[config.mk]
export PLATFORM = sky130hd
export DESIGN_NAME = trajectory_unit_merger_core
export DESIGN_NICKNAME = d
export VERILOG_FILES = /design/src/hdl/tum_pkg.sv /design/src/hdl/tum_divider.sv /design/src/hdl/tum_run.sv /design/src/hdl/trajectory_unit_merger_core.sv
export SDC_FILE = /design/constraint.sdc
export NUM_CORES = 2
export LEC_CHECK = 0
export BUFFER_PORTS_ARGS = -buffer_cell sky130_fd_sc_hd__buf_2
export CORE_ASPECT_RATIO = 0.7
export CORE_UTILIZATION = 55
export CTS_CLUSTER_SIZE = 25
export DETAILED_ROUTE_END_ITERATION = 12
export GPL_ROUTABILITY_DRIVEN = 0
export PLACE_DENSITY = 0.78
export SETUP_SLACK_MARGIN = 0.02
export SYNTH_ARGS = -nofsm -noshare
export SYNTH_HDL_FRONTEND = slang
export SYNTH_SLANG_ARGS = --single-unit
export TNS_END_PERCENT = 50
[constraint.sdc]
create_clock -name clk -period 11.93 [get_ports clk]
set_clock_uncertainty 0.1 [all_clocks]
set_input_delay 1.7895 -clock clk [delete_from_list [all_inputs] [get_ports clk]]
set_output_delay 1.7895 -clock clk [all_outputs]
set_load 0.02 [all_outputs]
[src/hdl/tum_pkg.sv]
// shared types and constants of the trajectory unit merger
package tum_pkg;

	localparam int TIME_BITS = 48;
	localparam int POSITION_BITS = 32;
	localparam int NET_BITS = 31;
	localparam int ROUTE_BITS = 31;
	localparam int SIDE_BITS = 2;
	localparam int TOL_BITS = 47;
	localparam int FRAC_SHIFT = 16;
	localparam int QUO_BITS = POSITION_BITS + FRAC_SHIFT;
	localparam int SPEED_BITS = 48;
	localparam int STEP_BITS = $clog2(QUO_BITS + 1);

	localparam logic [SPEED_BITS-1:0] SPEED_MAX = {1'b0, {(SPEED_BITS - 1){1'b1}}};

	typedef struct packed {
		logic [TIME_BITS-1:0]     unit_start_time;
		logic [TIME_BITS-1:0]     unit_end_time;
		logic [NET_BITS-1:0]      network_number;
		logic [ROUTE_BITS-1:0]    route_number;
		logic [SIDE_BITS-1:0]     route_side;
		logic [POSITION_BITS-1:0] start_position;
		logic [POSITION_BITS-1:0] end_position;
		logic                     final_unit;
	} in_item_t;

	typedef struct packed {
		logic [TIME_BITS-1:0]     merged_start_time;
		logic [TIME_BITS-1:0]     merged_end_time;
		logic [NET_BITS-1:0]      out_network;
		logic [ROUTE_BITS-1:0]    out_route;
		logic [SIDE_BITS-1:0]     out_side;
		logic [POSITION_BITS-1:0] merged_start_position;
		logic [POSITION_BITS-1:0] merged_end_position;
		logic                     last_of_burst;
	} out_item_t;

	typedef struct packed {
		logic open_run;
		logic diff;
		logic mag;
		logic cmp;
		logic update;
	} run_cmd_t;

	typedef struct packed {
		logic                     run_open;
		logic                     differs;
		logic [ROUTE_BITS-1:0]    route;
		logic [SIDE_BITS-1:0]     side;
		logic [TIME_BITS-1:0]     begin_time;
		logic [POSITION_BITS-1:0] begin_position;
		logic [TIME_BITS-1:0]     prev_end_time;
		logic [POSITION_BITS-1:0] prev_end_position;
	} run_view_t;

	typedef struct packed {
		logic busy;
		logic done;
	} div_status_t;

endpackage

[src/hdl/tum_divider.sv]
// iterative radix-2 speed divider with sign handling and saturation
module tum_divider (
	input  logic                              clk,
	input  logic                              arst_n,
	input  logic                              start,
	input  logic [tum_pkg::POSITION_BITS-1:0] start_position,
	input  logic [tum_pkg::POSITION_BITS-1:0] end_position,
	input  logic [tum_pkg::TIME_BITS-1:0]     start_time,
	input  logic [tum_pkg::TIME_BITS-1:0]     end_time,
	output logic [tum_pkg::SPEED_BITS-1:0]    speed,
	output tum_pkg::div_status_t              status
);

	typedef enum logic [2:0] {
		D_IDLE   = 3'b001,
		D_RUN    = 3'b010,
		D_FINISH = 3'b100
	} div_state_t;

	div_state_t                        state_q;
	logic [tum_pkg::STEP_BITS-1:0]     step_q;
	logic                              done_q;
	logic [tum_pkg::QUO_BITS-1:0]      dividend_q;
	logic [tum_pkg::TIME_BITS-1:0]     den_q;
	logic [tum_pkg::TIME_BITS-1:0]     rem_q;
	logic [tum_pkg::QUO_BITS-1:0]      quo_q;
	logic                              neg_q;
	logic                              zero_q;
	logic [tum_pkg::SPEED_BITS-1:0]    speed_q;

	logic [tum_pkg::POSITION_BITS-1:0] num;
	logic [tum_pkg::TIME_BITS-1:0]     den;
	logic                              neg_p;
	logic                              neg_t;
	logic [tum_pkg::TIME_BITS+1:0]     trial;
	logic                              sat;
	logic [tum_pkg::SPEED_BITS-1:0]    mag;

	always_comb begin
		neg_p = end_position < start_position;
		num = neg_p ? (start_position - end_position) : (end_position - start_position);
		neg_t = end_time < start_time;
		den = neg_t ? (start_time - end_time) : (end_time - start_time);
		trial = {1'b0, rem_q, dividend_q[tum_pkg::QUO_BITS-1]} - {2'b00, den_q};
		sat = |(quo_q >> (tum_pkg::SPEED_BITS - 1));
		mag = sat ? tum_pkg::SPEED_MAX : tum_pkg::SPEED_BITS'(quo_q);
	end

	always_ff @(posedge clk or negedge arst_n) begin
		if (!arst_n) begin
			state_q <= D_IDLE;
			step_q <= '0;
			done_q <= 1'b0;
		end else begin
			done_q <= 1'b0;
			unique case (state_q)
				D_IDLE: begin
					step_q <= '0;
					if (start) begin
						state_q <= D_RUN;
					end
				end
				D_RUN: begin
					step_q <= step_q + 1'b1;
					if (step_q == tum_pkg::STEP_BITS'(tum_pkg::QUO_BITS - 1)) begin
						state_q <= D_FINISH;
					end
				end
				D_FINISH: begin
					done_q <= 1'b1;
					state_q <= D_IDLE;
				end
				default: begin
					state_q <= D_IDLE;
				end
			endcase
		end
	end

	always_ff @(posedge clk) begin
		if (state_q == D_IDLE && start) begin
			dividend_q <= {num, {tum_pkg::FRAC_SHIFT{1'b0}}};
			den_q <= den;
			rem_q <= '0;
			quo_q <= '0;
			neg_q <= neg_p ^ neg_t;
			zero_q <= (num == '0);
		end else if (state_q == D_RUN) begin
			dividend_q <= dividend_q << 1;
			if (!trial[tum_pkg::TIME_BITS+1]) begin
				rem_q <= trial[tum_pkg::TIME_BITS-1:0];
			end else begin
				rem_q <= {rem_q[tum_pkg::TIME_BITS-2:0], dividend_q[tum_pkg::QUO_BITS-1]};
			end
			quo_q <= {quo_q[tum_pkg::QUO_BITS-2:0], ~trial[tum_pkg::TIME_BITS+1]};
		end else if (state_q == D_FINISH) begin
			// no movement is speed zero even over zero duration
			speed_q <= zero_q ? '0 : (neg_q ? (~mag + 1'b1) : mag);
		end
	end

	assign speed = speed_q;
	assign status.busy = (state_q != D_IDLE);
	assign status.done = done_q;

`ifndef SYNTH
	a_start_idle: assert property (@(posedge clk) disable iff (!arst_n)
		start |-> state_q == D_IDLE) else $error("divider started while busy");
	a_done_pulse: assert property (@(posedge clk) disable iff (!arst_n)
		done_q |=> !done_q) else $error("divider done longer than one cycle");
	a_step_bound: assert property (@(posedge clk) disable iff (!arst_n)
		state_q == D_RUN |-> step_q <= tum_pkg::STEP_BITS'(tum_pkg::QUO_BITS - 1))
		else $error("divider step count out of range");
	a_done_after_finish: assert property (@(posedge clk) disable iff (!arst_n)
		done_q |-> $past(state_q == D_FINISH)) else $error("divider done without finish");
`endif

endmodule

[src/hdl/tum_run.sv]
// run state registers and merge decision datapath
module tum_run (
	input  logic                           clk,
	input  logic                           arst_n,
	input  tum_pkg::run_cmd_t              cmd,
	input  tum_pkg::in_item_t              item,
	input  logic [tum_pkg::SPEED_BITS-1:0] speed,
	input  logic [tum_pkg::TOL_BITS-1:0]   tolerance,
	output tum_pkg::run_view_t             view
);

	logic                              open_q;
	logic [tum_pkg::ROUTE_BITS-1:0]    route_q;
	logic [tum_pkg::SIDE_BITS-1:0]     side_q;
	logic [tum_pkg::SPEED_BITS-1:0]    speed_q;
	logic [tum_pkg::TIME_BITS-1:0]     begin_time_q;
	logic [tum_pkg::POSITION_BITS-1:0] begin_position_q;
	logic [tum_pkg::TIME_BITS-1:0]     prev_end_time_q;
	logic [tum_pkg::POSITION_BITS-1:0] prev_end_position_q;
	logic [tum_pkg::SPEED_BITS:0]      diff_q;
	logic [tum_pkg::SPEED_BITS-1:0]    mag_q;
	logic                              differs_q;

	logic [tum_pkg::SPEED_BITS:0]      diff_neg;

	assign diff_neg = ~diff_q + 1'b1;

	always_ff @(posedge clk or negedge arst_n) begin
		if (!arst_n) begin
			open_q <= 1'b0;
			route_q <= '0;
			side_q <= '0;
			speed_q <= '0;
			begin_time_q <= '0;
			begin_position_q <= '0;
			prev_end_time_q <= '0;
			prev_end_position_q <= '0;
			diff_q <= '0;
			mag_q <= '0;
			differs_q <= 1'b0;
		end else begin
			if (cmd.open_run) begin
				if (!open_q) begin
					open_q <= 1'b1;
					route_q <= item.route_number;
					side_q <= item.route_side;
					speed_q <= speed;
					begin_time_q <= item.unit_start_time;
					begin_position_q <= item.start_position;
				end
			end else if (cmd.diff) begin
				diff_q <= {speed[tum_pkg::SPEED_BITS-1], speed}
					- {speed_q[tum_pkg::SPEED_BITS-1], speed_q};
			end else if (cmd.mag) begin
				mag_q <= diff_q[tum_pkg::SPEED_BITS] ? diff_neg[tum_pkg::SPEED_BITS-1:0]
					: diff_q[tum_pkg::SPEED_BITS-1:0];
			end else if (cmd.cmp) begin
				differs_q <= (item.route_number != route_q) || (item.route_side != side_q)
					|| (mag_q > tum_pkg::SPEED_BITS'(tolerance));
			end else if (cmd.update) begin
				if (item.final_unit) begin
					open_q <= 1'b0;
				end else if (differs_q) begin
					route_q <= item.route_number;
					side_q <= item.route_side;
					speed_q <= speed;
					begin_time_q <= item.unit_start_time;
					begin_position_q <= item.start_position;
				end
				prev_end_time_q <= item.unit_end_time;
				prev_end_position_q <= item.end_position;
			end
		end
	end

	assign view.run_open = open_q;
	assign view.differs = differs_q;
	assign view.route = route_q;
	assign view.side = side_q;
	assign view.begin_time = begin_time_q;
	assign view.begin_position = begin_position_q;
	assign view.prev_end_time = prev_end_time_q;
	assign view.prev_end_position = prev_end_position_q;

endmodule

[src/hdl/trajectory_unit_merger_core.sv]
// top level: input capture, sequencer, tolerance register and output register
// each item passes through start, divide, open, diff, mag and cmp, then emits zero, one or two results
// a new item is taken only once the last one is done; output stalls can hold the emit states
// the input stalls from acceptance until the item's last result, if any, is loaded into the output register
// reset clears the sequencer, the run state, the output valid and the tolerance register
module trajectory_unit_merger_core (
	input  logic                         clk,
	input  logic                         arst_n,
	input  logic                         in_valid,
	output logic                         in_stall,
	input  tum_pkg::in_item_t            in_item,
	output logic                         out_valid,
	input  logic                         out_stall,
	output tum_pkg::out_item_t           out_item,
	input  logic                         cfg_valid,
	output logic                         cfg_ready,
	input  logic [tum_pkg::TOL_BITS-1:0] cfg_data
);

	typedef enum logic [8:0] {
		ST_IDLE   = 9'b000000001,
		ST_START  = 9'b000000010,
		ST_DIVIDE = 9'b000000100,
		ST_OPEN   = 9'b000001000,
		ST_DIFF   = 9'b000010000,
		ST_MAG    = 9'b000100000,
		ST_CMP    = 9'b001000000,
		ST_EMIT1  = 9'b010000000,
		ST_EMIT2  = 9'b100000000
	} state_t;

	state_t                         state_q;
	state_t                         state_d;
	tum_pkg::in_item_t              item_q;
	logic [tum_pkg::TOL_BITS-1:0]   tol_q;
	logic                           out_valid_q;
	tum_pkg::out_item_t             out_item_q;

	logic [tum_pkg::SPEED_BITS-1:0] speed;
	tum_pkg::div_status_t           div_status;
	tum_pkg::run_cmd_t              cmd;
	tum_pkg::run_view_t             view;
	tum_pkg::out_item_t             run_result;
	tum_pkg::out_item_t             fit_result;
	tum_pkg::out_item_t             unit_result;
	logic                           out_free;
	logic                           has_first;
	logic                           has_second;
	logic                           load_out;
	tum_pkg::out_item_t             load_item;

	tum_divider u_divider (
		.clk            (clk),
		.arst_n         (arst_n),
		.start          (state_q == ST_START),
		.start_position (item_q.start_position),
		.end_position   (item_q.end_position),
		.start_time     (item_q.unit_start_time),
		.end_time       (item_q.unit_end_time),
		.speed          (speed),
		.status         (div_status)
	);

	tum_run u_run (
		.clk       (clk),
		.arst_n    (arst_n),
		.cmd       (cmd),
		.item      (item_q),
		.speed     (speed),
		.tolerance (tol_q),
		.view      (view)
	);

	always_comb begin
		run_result.merged_start_time = view.begin_time;
		run_result.merged_end_time = view.prev_end_time;
		run_result.out_network = item_q.network_number;
		run_result.out_route = view.route;
		run_result.out_side = view.side;
		run_result.merged_start_position = view.begin_position;
		run_result.merged_end_position = view.prev_end_position;
		run_result.last_of_burst = !item_q.final_unit;

		fit_result.merged_start_time = view.begin_time;
		fit_result.merged_end_time = item_q.unit_end_time;
		fit_result.out_network = item_q.network_number;
		fit_result.out_route = view.route;
		fit_result.out_side = view.side;
		fit_result.merged_start_position = view.begin_position;
		fit_result.merged_end_position = item_q.end_position;
		fit_result.last_of_burst = 1'b1;

		unit_result.merged_start_time = item_q.unit_start_time;
		unit_result.merged_end_time = item_q.unit_end_time;
		unit_result.out_network = item_q.network_number;
		unit_result.out_route = item_q.route_number;
		unit_result.out_side = item_q.route_side;
		unit_result.merged_start_position = item_q.start_position;
		unit_result.merged_end_position = item_q.end_position;
		unit_result.last_of_burst = 1'b1;
	end

	assign out_free = !out_valid_q || !out_stall;
	assign has_first = item_q.final_unit || view.differs;
	assign has_second = item_q.final_unit && view.differs;

	always_comb begin
		state_d = state_q;
		cmd = '0;
		load_out = 1'b0;
		load_item = view.differs ? run_result : fit_result;
		unique case (state_q)
			ST_IDLE: begin
				if (in_valid) begin
					state_d = ST_START;
				end
			end
			ST_START: begin
				state_d = ST_DIVIDE;
			end
			ST_DIVIDE: begin
				if (div_status.done) begin
					state_d = ST_OPEN;
				end
			end
			ST_OPEN: begin
				cmd.open_run = 1'b1;
				state_d = ST_DIFF;
			end
			ST_DIFF: begin
				cmd.diff = 1'b1;
				state_d = ST_MAG;
			end
			ST_MAG: begin
				cmd.mag = 1'b1;
				state_d = ST_CMP;
			end
			ST_CMP: begin
				cmd.cmp = 1'b1;
				state_d = ST_EMIT1;
			end
			ST_EMIT1: begin
				if (!has_first) begin
					cmd.update = 1'b1;
					state_d = ST_IDLE;
				end else if (out_free) begin
					load_out = 1'b1;
					if (has_second) begin
						state_d = ST_EMIT2;
					end else begin
						cmd.update = 1'b1;
						state_d = ST_IDLE;
					end
				end
			end
			ST_EMIT2: begin
				load_item = unit_result;
				if (out_free) begin
					load_out = 1'b1;
					cmd.update = 1'b1;
					state_d = ST_IDLE;
				end
			end
			default: begin
				state_d = ST_IDLE;
			end
		endcase
	end

	always_ff @(posedge clk or negedge arst_n) begin
		if (!arst_n) begin
			state_q <= ST_IDLE;
			tol_q <= '0;
			out_valid_q <= 1'b0;
		end else begin
			state_q <= state_d;
			if (cfg_valid) begin
				tol_q <= cfg_data;
			end
			if (load_out) begin
				out_valid_q <= 1'b1;
			end else if (!out_stall) begin
				out_valid_q <= 1'b0;
			end
		end
	end

	always_ff @(posedge clk) begin
		if (state_q == ST_IDLE && in_valid) begin
			item_q <= in_item;
		end
		if (load_out) begin
			out_item_q <= load_item;
		end
	end

	assign in_stall = (state_q != ST_IDLE);
	assign out_valid = out_valid_q;
	assign out_item = out_item_q;
	assign cfg_ready = 1'b1;

`ifndef SYNTH
	a_second_needs_split: assert property (@(posedge clk) disable iff (!arst_n)
		state_q == ST_EMIT2 |-> item_q.final_unit && view.differs)
		else $error("second result without a differing final item");
	a_done_while_waiting: assert property (@(posedge clk) disable iff (!arst_n)
		div_status.done |-> state_q == ST_DIVIDE) else $error("divider done out of sequence");
	a_ready_div_idle: assert property (@(posedge clk) disable iff (!arst_n)
		!in_stall |-> !div_status.busy) else $error("ready while divider busy");
	a_accept_starts: assert property (@(posedge clk) disable iff (!arst_n)
		in_valid && !in_stall |=> state_q == ST_START) else $error("accepted item not started");
`endif

endmodule
# ---- Yosys cells after proc, flatten, opt, wreduce, memory -nomap -nowiden
# Cells that the tools add are included.
# Widths: inputs -> output; s select.
dict set report totals {
  reg_bits 1083
  input_bits 277
  out_inout_bits 228
  word_cells 198
}
dict set report op_classes {
  add_sub_neg 9
  n_lt_le_gt_ge 3
  n_eq_ne 28
  n_mux 81
  n_bitwise 11
  n_reduce_logical 26
}
# op count
set op_table {}
lappend op_table {{$mux 48} 22}
lappend op_table {{$mux 32} 9}
lappend op_table {{$mux 31} 8}
lappend op_table {{$mux 225} 1}
lappend op_table {{$mux 177} 1}
lappend op_table {{$add 48x1->48 const B} 2}
lappend op_table {{$not 48->48} 2}
lappend op_table {{$sub 48x48->48} 2}
lappend op_table {{$pmux 9 s9} 1}
lappend op_table {{$sub 32x32->32} 2}
lappend op_table {{$mux 9} 6}
lappend op_table {{$sub 49x48->50} 1}
lappend op_table {{$sub 48x48->49} 1}
lappend op_table {{$gt 48x47->1} 1}
lappend op_table {{$lt 48x48->1} 1}
lappend op_table {{$mux 47} 1}
lappend op_table {{$logic_not 32->1} 1}
lappend op_table {{$lt 32x32->1} 1}
lappend op_table {{$ne 31x31->1} 1}
lappend op_table {{$mux 1} 18}
lappend op_table {{$mux 2} 8}
lappend op_table {{$ne 2x1->1 const B} 8}
lappend op_table {{$pmux 6 s2} 1}
lappend op_table {{$reduce_and 5->1} 2}
lappend op_table {{other kinds (32)} 57}

# ---- Logic depth before layout (Yosys ltp)
dict set report depth {
  depth_word 10
  mapped_depth 18
  depth_no_buf 16
}

# ---- Hierarchy
# From an unflattened synthesis, not the netlist that was laid out.
dict set report unflattened {
  hier_cells 5439
  hier_area_um2 57901.8
}
# mod instances cells_per_inst area_each_um2 seq_area_each_um2
set by_module_without_submodules {}
lappend by_module_without_submodules {tum_divider 1 2788 21715.8 6077.1}
lappend by_module_without_submodules {trajectory_unit_merger_core 1 839 18381.4 14940.6}
lappend by_module_without_submodules {tum_run 1 1812 17804.6 8508.2}

# ---- Worst setup path after synthesis
# OpenSTA, ideal clock, no wires.
dict set report synth_timing {
  kind {input port to flip-flop}
  startpoint {input out_stall}
  endpoint {register out_item_q (netlist bit out_item[0]), enable pin}
  setup_ns 0.814
  arrival_time_ns 11.261
  t_required_ns 11.016
  setup_slack_ns -0.245
  cell_stages 2
  path_buffers 0
  cell_sequence {and2_1 nor2_1}
}
dict set report synth_via {
  elab_chain_len 5
}
# element line
set synth_rtl {}
lappend synth_rtl {{start: declaration} trajectory_unit_merger_core.sv:13} ;# input logic out_stall,
lappend synth_rtl {{$logic_not 1->1 (*)} n/a}
lappend synth_rtl {{$logic_or 1x1->1 (*)} trajectory_unit_merger_core.sv:103} ;# assign out_free = !out_valid_q || !out_stall;
lappend synth_rtl {{$mux 1 (*)} {trajectory_unit_merger_core.sv:146, trajectory_unit_merger_core.sv:158}}
lappend synth_rtl {{$mux 1} trajectory_unit_merger_core.sv:143} ;# if (!has_first) begin
lappend synth_rtl {{$pmux 1 s2 (*)} trajectory_unit_merger_core.sv:112} ;# unique case (state_q)
lappend synth_rtl {{net load_out} trajectory_unit_merger_core.sv:49} ;# logic load_out;
lappend synth_rtl {{end signal: assignment} trajectory_unit_merger_core.sv:193} ;# out_item_q <= load_item;
lappend synth_rtl {{end: declaration} trajectory_unit_merger_core.sv:37} ;# tum_pkg::out_item_t out_item_q;
# Mark *: on every way through the listed nets, which the timed path passes. The rest lies on a longest branch.
# A chain may end at the register's enable or synchronous reset.

# ---- Worst setup path after layout
dict set report layout_timing {
  startpoint {register item_q (netlist bit fit_result[20])}
  endpoint {register u_divider.zero_q (data pin)}
}
dict set report layout_via {
  elab_chain_len 3
  word_cells_on_any_way 5
  cone_classes {add/sub: 2; order compare: 1; mux: 1; reduce/logical: 1}
}
# element line
set layout_rtl {}
lappend layout_rtl {{start: declaration} trajectory_unit_merger_core.sv:34} ;# tum_pkg::in_item_t item_q;
lappend layout_rtl {{start signal: assignment} trajectory_unit_merger_core.sv:190} ;# item_q <= in_item;
lappend layout_rtl {{$sub 32x32->32 / $lt 32x32->1 (equally long branches)} {tum_divider.sv:41, tum_divider.sv:40}}
lappend layout_rtl {{$mux 32 (*)} tum_divider.sv:41} ;# num = neg_p ? (start_position - end_position) : (end_position - start_position);
lappend layout_rtl {{$logic_not 32->1 (*)} tum_divider.sv:87} ;# zero_q <= (num == '0);
lappend layout_rtl {{end signal: assignment} tum_divider.sv:87}
lappend layout_rtl {{end: declaration} tum_divider.sv:28} ;# logic zero_q;
# Every way passes the cells marked *; elsewhere a longest branch is shown, timed or not.

==> run metrics <==
placed cell count 7,099; hold bufs inserted after CTS 0; Top Metal Used met5; Worst Path Arrival about 6.4 ns; global-route wire length before repair between 200,000 and 250,000 um; Post-Syn Nets 6,072; Post-CTS Resized 0; H-tree depth 3; crit path max fanout 39; ys flop type edfxtp_1; core box area 101,000 um2; worst vdd rail ir drop 0.158 mV; crit path buf inv count 1; final instance area ~64,000 um2; Worst setup SP type register; final setup fails 0; metal2 WL 64,200 um; fillers between 7,000 and 8,000; met3 wire len between 10,000 and 15,000 um; worst path cell trace ha_1 > nand2_1 > o211ai_1 > a21boi_0 > o211ai_1 > or2_2 > clkinv_1 > o31ai_1 > xor2_1 > nand3_1 > or4b_1 > or4_1 > nor4b_1; worst-margin pin slew 1.08 ns; Fmax achieved roughly 170 MHz; CP max stage cell or2_2; fin crit period just under 6 ns; status complete, no violations; Final HPWL DP 100,000 um; wl on met1 around 64,000 um; Cell variety after synth 91; sequential-to-total area share from yosys stat 0.523; latest clock arrival within the worst-skew pair approximately 0.73 ns; area leader, netlist edfxtp_1; leakage ~27 nW; Final Hold Fails 0; pin count of the biggest net entering global routing between 100 and 150; Clock Tree Buf Depth 3; Warnings, synthesis 0; CTS tree done; Mapped Avg Cell Area 10.3 um2; Cell Count, Final, Fillers Out 7,303; synthesized flop and latch total 1,083; post-placement cell area about 60,000 um2; Clock Sinks about 1,100; Max Cap Violations 0; Area Overhead vs Synth 12.7%; pre-CTS WS around 6.3 ns; worst setup path category register to register; die height 270 um; initial antenna violation count 10; Setup WS post-layout 5.96 ns; crit path from fit_result[20]$_DFFE_PP_; pwr dens 214 nW/um2; fin crit share 0.500; via count 43,100; Hold Path Origin fit_result[125]$_DFFE_PP_; Multi-input gate area ~25,000 um2; I/O pin count just over 500; vias per cell just under 6; Clock Tree Root clkbuf_16; data required time of the worst path approximately 12 ns; Nets approximately 6,500; Slew Limit Fails 0; post-synth top area share 0.308; DRC errors left 0; layout cell share with drive strength beyond 1 0.167; RSZ-0062 raised after global routing no; Post-synth EDFFs 580; Starting Density 0.560; Placement Rows 97; Slew headroom 0.263; crit path capture type register; DR WL/cell roughly 20 um; number of CTS-inserted buffers 103; Area contributors post-synth edfxtp_1 31%, dfrtp_1 18%, ha_1 6.8%; DRT Pass-1 Iters 6; synthesized netlist cell count roughly 5,500; type of the worst min-delay path register to register; mapped cell area 56,500 um2; GRT Total Usage 0.272; CP top delay family simple AND/OR/NAND/NOR gates; postcts setup bufs 0; Chip Width 385 um; vias in the first global route roughly 42,000; Post-Route WL around 140,000 um; Crit path largest cell delay 0.83 ns; FFs w/ async S/R, synth 0.376; grt ovf 0; reg-to-reg startpoint fit_result[20]$_DFFE_PP_; clock-pin slew on the worst setup and hold paths ~0.060 ns; initial DRC count ~4,200; CP dominant cell by count o211ai_1; # port buffers ~500; register area 29,500 um2; Final ANT Viol Nets 0; total die area 104,000 um2
-- kinds of logic after synthesis --
family,Yosys count,synth area share
xor gates and xnor gates,257,0.0398
buffers and inverters,634,0.0425
DFF,1083,0.523
muxes,273,0.0537
AOI/OAI and AO/OA,1537,0.160
adders and majority gates,313,0.0701
other,1,0.0000664
and+or+nand+nor,1385,0.111
-- cells in the final DEF (no fill, tap or decap), types with 13 or more instances in the layout --
cell        instances
clkbuf_8           15
o211ai_1           35
nand4_1            64
and3_1             23
a211oi_1           38
o41ai_1            15
ha_1              306
nand2b_1           42
clkinvlp_4         13
nor4_1             25
nor2_1            237
xnor2_1           135
nor3_1             46
a21o_1            109
a21oi_1           363
nand2_1           702
o21ai_0           700
dfxtp_1            96
o21bai_1           43
o21a_1             32
a221oi_1           14
dfrtp_1           405
edfxtp_1          580
mux2i_1            31
nand3_1            77
clkbuf_1           26
clkbuf_16         104
buf_4              31
or4_1              17
xor2_1            122
inv_1             373
o31ai_1            50
mux2_2            242
or3_1              28
buf_2             502
nor2b_1            45
a31oi_1            32
-- area by class of cell --
| class | instances | area share |
|---|---|---|
| flip-flops and latches | 1083 | 0.464 |
| multi-input cells | 3766 | 0.387 |
| clock buffers | 145 | 0.0456 |
| repair buffers | 537 | 0.0443 |
| well taps | 1336 | 0.0262 |
| inverters | 377 | 0.0223 |
| clock inverters | 50 | 0.0106 |
| diodes | 9 | 0.000354 |
-- synth_stat cells (25+ instances only) --
cell type / n
nand2_1: 704
o21ai_0: 700
edfxtp_1: 580
dfrtp_1: 405
inv_1: 373
a21oi_1: 363
ha_1: 306
mux2_2: 242
nor2_1: 240
clkbuf_1: 220
xnor2_1: 135
xor2_1: 122
a21o_1: 109
dfxtp_1: 96
nand3_1: 78
nand4_1: 64
o31ai_1: 50
nor2b_1: 46
nor3_1: 46
o21bai_1: 43
nand2b_1: 42
a211oi_1: 38
o211ai_1: 35
a31oi_1: 32
o21a_1: 32
mux2i_1: 31
or3_1: 28
nor4_1: 25
-- worst register-to-register path: stages, from the launching register on --
cell and delay (ns):
edfxtp_1 0.42, ha_1 0.49, nand2_1 0.17, o211ai_1 0.28
a21boi_0 0.25, o211ai_1 0.43, or2_2 0.84, clkinv_1 0.74
o31ai_1 0.47, xor2_1 0.27, nand3_1 0.09, or4b_1 0.46
or4_1 0.44, nor4b_1 0.32
-- through the flow --
step	hold WS [ns]	utilization	TNS [ns]	total power (W)
floorplan	0.300	-	-16.24	0.00880
global placement	0.300	0.596	0	0.00988
detailed placement	0.305	0.596	0	0.0100
CTS	0.320	0.631	0	0.0135
global route	0.323	0.631	0	0.0143
finish	0.319	0.631	0	0.0136
-- registers in the layout, summed over array words and instances (netlist names), 3 cells and up --
signal and cells:
fit_result 111, item_q 114, out_item 225, state_q 9, tol_q 47, u_divider.den_q 48, u_divider.dividend_q 32, u_divider.quo_q 48
u_divider.rem_q 48, u_divider.speed 48, u_divider.state_q 3, u_divider.step_q 6, u_run.begin_position_q 32, u_run.begin_time_q 48, u_run.diff_q 49, u_run.mag_q 48
u_run.prev_end_position_q 32, u_run.prev_end_time_q 48, u_run.route_q 31, u_run.speed_q 48
-- power breakdown --
part / switching [W] / leakage [nW] / internal [W]
Clock: 0.00150 / 1.70 / 0.00198
Combinational: 0.00312 / 14.1 / 0.00187
Sequential: 0.000388 / 11.3 / 0.00475
Total: 0.00501 / 27.1 / 0.00860
-- layer usage --
| metal | up-vias | global-route usage |
|---|---|---|
| met1 | 20800 | 0.397 |
| li1 | 20300 | - |
| met3 | 287 | 0.0452 |
| met2 | 1724 | 0.412 |
| met4 | 2 | 0.0870 |
| met5 | - | 0 |
-- worst paths after layout --
check                      cells past startpoint  slack, ns                                endpoint
setup / recovery                              13       5.96              u_divider.zero_q$_DFFE_PP_
hold / removal                                 0       0.32                 out_item[125]$_DFFE_PP_
setup reg to reg                              13       5.96              u_divider.zero_q$_DFFE_PP_
hold reg to reg                                0       0.32                 out_item[125]$_DFFE_PP_
max in group asynchronous                      3       8.42                   tol_q[42]$_DFFE_PN0P_
min in group asynchronous                      1       0.95  u_run.begin_position_q[18]$_DFFE_PN0P_
(Power assumes the default switching activity.)
